[src/design/sm3_pkg.sv]
package sm3_pkg;

  // Round constants and initial chain value
  localparam logic [31:0] SM3_T_LOW  = 32'h79cc4519;
  localparam logic [31:0] SM3_T_HIGH = 32'h7a879d8a;
  localparam logic [7:0][31:0] SM3_IV = {
    32'hb0fb0e4e, 32'he38dee4d, 32'h163138aa, 32'ha96f30bc,
    32'hda8a0600, 32'h172442d7, 32'h4914b2b9, 32'h7380166f
  };

  localparam logic [31:0] SM3_PAD_MARK = 32'h80000000;

  typedef logic [7:0][31:0] sm3_state_t;

  // Input and output items
  typedef struct packed {
    logic [31:0] data_word;
    logic [2:0]  valid_bytes;
    logic        last;
  } sm3_in_item_t;

  typedef struct packed {
    logic [31:0] digest_word;
    logic        digest_last;
  } sm3_out_item_t;

  // Controls from the sequencer to the round unit
  typedef struct packed {
    logic init;
    logic step;
    logic fold;
    logic iv_load;
  } sm3_ctrl_t;

  function automatic logic [31:0] rotl32(input logic [31:0] x, input logic [4:0] n);
    logic [63:0] dbl;
    dbl = {x, x} << n;
    return dbl[63:32];
  endfunction

  function automatic logic [31:0] perm0(input logic [31:0] x);
    return x ^ rotl32(x, 5'd9) ^ rotl32(x, 5'd17);
  endfunction

  function automatic logic [31:0] perm1(input logic [31:0] x);
    return x ^ rotl32(x, 5'd15) ^ rotl32(x, 5'd23);
  endfunction

  // Round constant rotated by the round number
  function automatic logic [31:0] t_rot(input logic [5:0] j);
    logic [31:0] t;
    t = (j[5:4] == 2'b00) ? SM3_T_LOW : SM3_T_HIGH;
    return rotl32(t, j[4:0]);
  endfunction

endpackage

[src/design/sm3_hash_engine.sv]
// Each non-final word is taken while the engine is idle; every 16th word starts a block
// that occupies the round unit for 64 rounds (one round per cycle) plus a
// fold step. After the final word the padding words are pushed, adding
// one or two more blocks, then 8 digest items follow.
// Reset loads the chain value with the IV and clears the length and counters.
module sm3_hash_engine (
  input  logic                   clk_i,
  input  logic                   rst_ni,
  input  logic                   in_valid_i,
  output logic                   in_ready_o,
  input  sm3_pkg::sm3_in_item_t  in_item_i,
  output logic                   out_valid_o,
  input  logic                   out_ready_i,
  output sm3_pkg::sm3_out_item_t out_item_o
);
  import sm3_pkg::*;

  typedef enum logic [2:0] {
    ST_IDLE,
    ST_PAD,
    ST_ROUND,
    ST_FOLD,
    ST_OUT
  } state_e;

  state_e      state_q, state_d;
  logic [3:0]  pos_q, pos_d;
  logic [5:0]  rnd_q, rnd_d;
  logic [2:0]  cnt_q, cnt_d;
  logic [63:0] len_q, len_d;
  logic        pad_q, pad_d;
  logic        mark_q, mark_d;
  logic        hi_q, hi_d;
  logic        dig_q, dig_d;

  sm3_ctrl_t   ctrl;
  sm3_state_t  chain;
  logic [31:0] w_j, wp_j;
  logic        push;
  logic [31:0] push_word;
  logic [2:0]  vb_c;
  logic [4:0]  sh;
  logic [31:0] last_word;
  logic        in_acc, out_acc;

  // Clamp byte count and build the padded final word
  assign vb_c      = (in_item_i.valid_bytes > 3'd4) ? 3'd4 : in_item_i.valid_bytes;
  assign sh        = {vb_c[1:0], 3'b000};
  assign last_word = (in_item_i.data_word & ~(32'hffffffff >> sh)) | (SM3_PAD_MARK >> sh);

  assign in_ready_o  = (state_q == ST_IDLE);
  assign in_acc      = in_valid_i && in_ready_o;
  assign out_valid_o = (state_q == ST_OUT);
  assign out_acc     = out_valid_o && out_ready_i;

  // Sequencer
  always_comb begin
    state_d   = state_q;
    pos_d     = pos_q;
    rnd_d     = rnd_q;
    cnt_d     = cnt_q;
    len_d     = len_q;
    pad_d     = pad_q;
    mark_d    = mark_q;
    hi_d      = hi_q;
    dig_d     = dig_q;
    ctrl      = '0;
    push      = 1'b0;
    push_word = in_item_i.data_word;

    case (state_q)
      ST_IDLE: begin
        if (in_acc) begin
          push = 1'b1;
          if (in_item_i.last) begin
            if (vb_c != 3'd4) begin
              push_word = last_word;
            end
            len_d   = len_q + {58'd0, vb_c, 3'b000};
            pad_d   = 1'b1;
            mark_d  = (vb_c == 3'd4);
            hi_d    = 1'b0;
            state_d = ST_PAD;
          end else begin
            len_d = len_q + 64'd32;
          end
        end
      end
      ST_PAD: begin
        push = 1'b1;
        if (mark_q) begin
          push_word = SM3_PAD_MARK;
          mark_d    = 1'b0;
        end else if (hi_q) begin
          push_word = len_q[31:0];
          hi_d      = 1'b0;
          pad_d     = 1'b0;
          dig_d     = 1'b1;
        end else if (pos_q == 4'd14) begin
          push_word = len_q[63:32];
          hi_d      = 1'b1;
        end else begin
          push_word = '0;
        end
      end
      ST_ROUND: begin
        ctrl.step = 1'b1;
        rnd_d     = rnd_q + 6'd1;
        if (rnd_q == 6'd63) begin
          state_d = ST_FOLD;
        end
      end
      ST_FOLD: begin
        ctrl.fold = 1'b1;
        if (pad_q) begin
          state_d = ST_PAD;
        end else if (dig_q) begin
          state_d = ST_OUT;
        end else begin
          state_d = ST_IDLE;
        end
      end
      ST_OUT: begin
        if (out_acc) begin
          cnt_d = cnt_q + 3'd1;
          if (cnt_q == 3'd7) begin
            ctrl.iv_load = 1'b1;
            dig_d        = 1'b0;
            len_d        = '0;
            state_d      = ST_IDLE;
          end
        end
      end
      default: begin
        state_d = ST_IDLE;
      end
    endcase

    // Advance the block fill; a full block starts the rounds
    if (push) begin
      pos_d = pos_q + 4'd1;
      if (pos_q == 4'd15) begin
        ctrl.init = 1'b1;
        rnd_d     = '0;
        state_d   = ST_ROUND;
      end
    end
  end

  always_ff @(posedge clk_i or negedge rst_ni) begin
    if (!rst_ni) begin
      state_q <= ST_IDLE;
      pos_q   <= '0;
      rnd_q   <= '0;
      cnt_q   <= '0;
      len_q   <= '0;
      pad_q   <= 1'b0;
      mark_q  <= 1'b0;
      hi_q    <= 1'b0;
      dig_q   <= 1'b0;
    end else begin
      state_q <= state_d;
      pos_q   <= pos_d;
      rnd_q   <= rnd_d;
      cnt_q   <= cnt_d;
      len_q   <= len_d;
      pad_q   <= pad_d;
      mark_q  <= mark_d;
      hi_q    <= hi_d;
      dig_q   <= dig_d;
    end
  end

  sm3_msg_sched u_sched (
    .clk_i       (clk_i),
    .load_i      (push),
    .load_word_i (push_word),
    .step_i      (ctrl.step),
    .w_o         (w_j),
    .wp_o        (wp_j)
  );

  sm3_round u_round (
    .clk_i   (clk_i),
    .rst_ni  (rst_ni),
    .ctrl_i  (ctrl),
    .round_i (rnd_q),
    .w_i     (w_j),
    .wp_i    (wp_j),
    .chain_o (chain)
  );

  // Present digest words A through H
  assign out_item_o.digest_word = chain[cnt_q];
  assign out_item_o.digest_last = (cnt_q == 3'd7);

endmodule

[src/design/sm3_msg_sched.sv]
module sm3_msg_sched (
  input  logic        clk_i,
  input  logic        load_i,
  input  logic [31:0] load_word_i,
  input  logic        step_i,
  output logic [31:0] w_o,
  output logic [31:0] wp_o
);
  import sm3_pkg::*;

  // win_q[0] holds W[j], win_q[15] holds W[j+15]
  logic [15:0][31:0] win_q, win_d;
  logic [31:0]       exp_word;

  // Next expanded word W[j+16]
  assign exp_word = perm1(win_q[0] ^ win_q[7] ^ rotl32(win_q[13], 5'd15))
                  ^ rotl32(win_q[3], 5'd7) ^ win_q[10];

  // Shift in either a message word or an expanded word
  always_comb begin
    win_d = win_q;
    if (load_i || step_i) begin
      for (int k = 0; k < 15; k++) begin
        win_d[k] = win_q[k+1];
      end
      win_d[15] = load_i ? load_word_i : exp_word;
    end
  end

  always_ff @(posedge clk_i) begin
    win_q <= win_d;
  end

  assign w_o  = win_q[0];
  assign wp_o = win_q[0] ^ win_q[4];

endmodule

[src/design/sm3_round.sv]
module sm3_round (
  input  logic                clk_i,
  input  logic                rst_ni,
  input  sm3_pkg::sm3_ctrl_t  ctrl_i,
  input  logic [5:0]          round_i,
  input  logic [31:0]         w_i,
  input  logic [31:0]         wp_i,
  output sm3_pkg::sm3_state_t chain_o
);
  import sm3_pkg::*;

  sm3_state_t  chain_q, chain_d;
  sm3_state_t  work_q, work_d;
  sm3_state_t  work_nx;
  logic [31:0] a12, ss1, ss2, ff, gg, tt1, tt2;
  logic        low_rnd;

  // One compression round
  always_comb begin
    low_rnd = (round_i[5:4] == 2'b00);
    a12 = rotl32(work_q[0], 5'd12);
    ss1 = rotl32(a12 + work_q[4] + t_rot(round_i), 5'd7);
    ss2 = ss1 ^ a12;
    ff  = low_rnd ? (work_q[0] ^ work_q[1] ^ work_q[2])
                  : ((work_q[0] & work_q[1]) | (work_q[0] & work_q[2])
                    | (work_q[1] & work_q[2]));
    gg  = low_rnd ? (work_q[4] ^ work_q[5] ^ work_q[6])
                  : ((work_q[4] & work_q[5]) | (~work_q[4] & work_q[6]));
    tt1 = ff + work_q[3] + ss2 + wp_i;
    tt2 = gg + work_q[7] + ss1 + w_i;
    work_nx[0] = tt1;
    work_nx[1] = work_q[0];
    work_nx[2] = rotl32(work_q[1], 5'd9);
    work_nx[3] = work_q[2];
    work_nx[4] = perm0(tt2);
    work_nx[5] = work_q[4];
    work_nx[6] = rotl32(work_q[5], 5'd19);
    work_nx[7] = work_q[6];
  end

  // Select next work and chain values
  always_comb begin
    work_d  = work_q;
    chain_d = chain_q;
    if (ctrl_i.init) begin
      work_d = chain_q;
    end else if (ctrl_i.step) begin
      work_d = work_nx;
    end
    if (ctrl_i.iv_load) begin
      chain_d = SM3_IV;
    end else if (ctrl_i.fold) begin
      chain_d = chain_q ^ work_q;
    end
  end

  always_ff @(posedge clk_i) begin
    work_q <= work_d;
  end

  always_ff @(posedge clk_i or negedge rst_ni) begin
    if (!rst_ni) begin
      chain_q <= SM3_IV;
    end else begin
      chain_q <= chain_d;
    end
  end

  assign chain_o = chain_q;

endmodule
[config.mk]
export PLATFORM = sky130hd
export DESIGN_NAME = sm3_hash_engine
export DESIGN_NICKNAME = d
export VERILOG_FILES = /design/src/design/sm3_pkg.sv /design/src/design/sm3_hash_engine.sv /design/src/design/sm3_msg_sched.sv /design/src/design/sm3_round.sv
export SDC_FILE = /design/constraint.sdc
export NUM_CORES = 2
export LEC_CHECK = 0
export BUFFER_PORTS_ARGS = -buffer_cell sky130_fd_sc_hd__buf_2
export CORE_ASPECT_RATIO = 0.75
export CORE_UTILIZATION = 64
export CTS_BUF_LIST = sky130_fd_sc_hd__clkbuf_16
export CTS_CLUSTER_DIAMETER = 200
export DETAILED_ROUTE_END_ITERATION = 10
export PLACE_DENSITY = 0.81
export REMOVE_ABC_BUFFERS = 1
export SLEW_MARGIN = 10
export SYNTH_ARGS = -nofsm -noshare
export SYNTH_HDL_FRONTEND = slang
export SYNTH_HIERARCHICAL = 1
export SYNTH_SLANG_ARGS = --single-unit
[constraint.sdc]
create_clock -name clk_i -period 10.1 [get_ports clk_i]
set_input_delay 0.505 -clock clk_i [delete_from_list [all_inputs] [get_ports clk_i]]
set_output_delay 0.505 -clock clk_i [all_outputs]
set_load 0.05 [all_outputs]
==> summary.txt <==
Timing
  – Final hold slack: 174 ps
  – Final Hold Fails: 0
  – Final Skew: 67.0 ps
  – RSZ-0062 raised after global routing: no
  – Worst Tran Pin Value: 1330 ps
  – Final setup vio count: 0
  – Worst relative slew slack: 11.3%
  – Tmin final: 9710 ps
  – Peak Freq: 103 MHz
  – Total negative slack: 0 ps
  – Final Cycle Share: 96.1%
  – Max Slew Vio Count: 0

Placement
  – Buffers on Ports: 74
  – Placed Area: 0.0613 mm^2
  – Dpl hpwl: 139 mm
  – Gpl congestion: 1.05

Setup path
  – Critical path peak fanout: 19
  – Startpoint Class: register
  – Worst R2R Path Depth: 31
  – CP required: 10,560 ps
  – Setup crit end kind: register
  – Slowest stage delay, CP: 790 ps
  – Top cell by count, worst path: fa_1
  – Worst reg2reg endpoint: u_round/work_nx[173]
  – R2R Setup Slk: 390 ps
  – Worst r2r src: rnd_q[1]
  – Critical Path AT: 10,170 ps
  – Largest delay share family, worst path: compound AO/OA/AOI/OAI gates
  – Worst path slowest cell: nor3_1
  – Crit path kind: reg -> reg
  – Crit path buf inv count: 4

Run status
  – Failing checks: DRC
  – Status: finished, violations left

Global route
  – First-pass GRT wire length: 271 mm
  – Total GRT Usage: 40.5%
  – Overflow after GRT: 0
  – Largest net degree at the start of global routing: 216
  – Initial antenna violation count: 19
  – Number of global-route vias before repair: 38,103

Hold path
  – Worst Hold Path Cells: 3
  – Hold endpoint: len_q[6]
  – Min-delay src: in_item_i[0]
  – Worst min-delay path category: in -> reg

Synthesis
  – Synth Cell Area: 0.0599 mm^2
  – Post-synth EDFFs: 768
  – Netlist cell types: 100
  – Async SR Flop Fraction: 30.5%
  – Largest cells by area after synthesis: edfxtp_1, dfrtp_1, fa_1
  – Synth warnings: 6
  – Mapped Avg Cell Area: 12.1 um^2
  – Number of synthesized register bits: 1,105
  – Synth Instances: 4,942
  – Post-synthesis sequential area ratio: 52.8%
  – Synth top area share: 38.5%
  – Top_reg_cell synth: edfxtp_1
  – Dominant cell type by area after synthesis: edfxtp_1

Flow run
  – # Max-Cap Violations: 0

Die
  – I/O pin total: 75
  – Initial Util: 65.0%
  – Die Y-Extent: 267 um
  – Area of the core: 0.0921 mm^2
  – Die ar.: 0.0948 mm^2
  – Num rows: 96
  – Die X: 355 um

Clocking
  – H-Tree Depth: 3
  – CTS sink cnt: 1,105
  – Clk_lat worst skew: 750 ps
  – Inserted Clock Buffers: 104
  – Setup Buffers After CTS: 0
  – CTS tree: yes
  – Clk root buf: clkbuf_16
  – Clk slew on worst S/H paths: 60 ps
  – CTS Buffer Depth: 3

Route
  – Total number of vias: 41,262
  – Residual DRC: 8
  – Avg Vias per Cell: 6.59
  – Drt first-iter violations: 6,099
  – DRT Pass-1 Iters: 11
  – Antenna Nets Post-Route: 0
  – DRT Wirelength: 192 mm
  – Avg WL per Cell: 30.6 um

Finish
  – Commonest non-fill, non-tap cell in the layout: edfxtp_1
  – Area grow syn2layout: 8.33%
  – Commonest non-fill, non-tap cells in the layout: edfxtp_1, nand2_1, inv_1
  – Finished Cell Area: 0.0649 mm^2
  – Fin nets: 5,275
  – Share of layout cells above drive strength 1: 14.6%
cell families (layout without fill, tap and decap cells):
| family | after synthesis | after routing | synth area share (%) |
|---|---|---|---|
| other | 0 | 2 | 0 |
| buffers and inverters | 596 | 686 | 3.95 |
| AO/OA/AOI/OAI | 974 | 974 | 10.2 |
| AND/OR/NAND/NOR | 1115 | 1115 | 8.64 |
| adder cells (fa/ha/maj) | 294 | 294 | 8.51 |
| flip-flops | 1105 | 1105 | 52.8 |
| multiplexers | 301 | 301 | 6.76 |
| XOR/XNOR | 557 | 557 | 9.13 |
area by class of cell:
class | instances | area, um^2
antenna | 2 | 5.00
sequential | 1105 | 31700
clock buffer | 104 | 2600
clock inverter | 93 | 855
tap | 1225 | 1530
timing repair buffer | 134 | 908
inverter | 355 | 1340
multi-input combinational | 3241 | 26000
fill | 6331 | 27200
cells in the mapped netlist, drive strengths merged, types with 44 or more instances:
cell / number
xor2: 232
dfstp: 119
nor2: 279
a21oi: 283
buf: 59
fa: 189
nand3: 79
xnor2: 286
mux2i: 51
mux4: 64
inv: 352
edfxtp: 768
dfrtp: 218
a21o: 47
mux2: 186
nand2: 424
o21bai: 124
and3: 132
o21ai: 296
nor3: 44
clkbuf: 182
ha: 105
repair_timing:
item | CTS | global route
hold buffers | 1 | 0
endpoints found under the setup margin | 0 | 39
endpoints found under the hold margin | 42 | 0
resized for setup | 0 | 14
worst max path at each step:
stage | start | endpoint | slack [ps] | depth (start not counted)
2_1_floorplan | state_q[2] | u_round/a12[0] | -8320 | 6
3_3_place_gp | rnd_q[5] | u_round/a12[10] | 150 | 35
3_5_place_dp | rnd_q[5] | u_round/a12[0] | 30 | 36
4_1_cts | rnd_q[5] | u_round/a12[0] | 20 | 36
5_1_grt | rnd_q[5] | u_round/work_nx[173] | 20 | 35
6_report | rnd_q[1] | u_round/work_nx[173] | 390 | 31
state kept, by name, summed over array words and instances, names as in the netlist:
register and cells:
cnt_q 3, dig_q 1, hi_q 1, len_q 61, mark_q 1, pad_q 1, pos_q 4, rnd_q 6
state_q 3, u_round/a12 32, u_round/chain_o 256, u_round/work_nx 160, u_round/work_q 64, u_sched/w_o 32, u_sched/win_q 480
per-layer routing:
layer  vias to the layer above  GRT usage, %  wire, um  part of all wire, %
met5                         -             0        98                0.051
met4                        16          10.5      5520                  2.9
met3                       278          14.4     27900                   15
met2                      2627          55.0     78700                   41
met1                     20869          61.4     79500                   41
li1                      17472             -         -                    -
metrics by stage:
stage	util (%)	instances	worst slack (ps)
finish	70.4	6259	391
CTS	70.3	6256	22.4
floorplan	-	4701	-8320
detailed placement	66.6	6058	31.7
global route	70.4	6257	23.0
global placement	66.6	6058	148
worst reg2reg max path, delay by kind of cell (launching register included):
family,cells,cell delay (ps)
flops,1,710
compound gates,13,3660
buf+inv,4,560
fa+ha+maj,6,2420
simple gates,3,1040
xor+xnor,3,800
mux,2,270
Power is left out: the tool's default activity adds up to more than one toggle a clock period on the data nets, which glitch-free logic cannot reach.
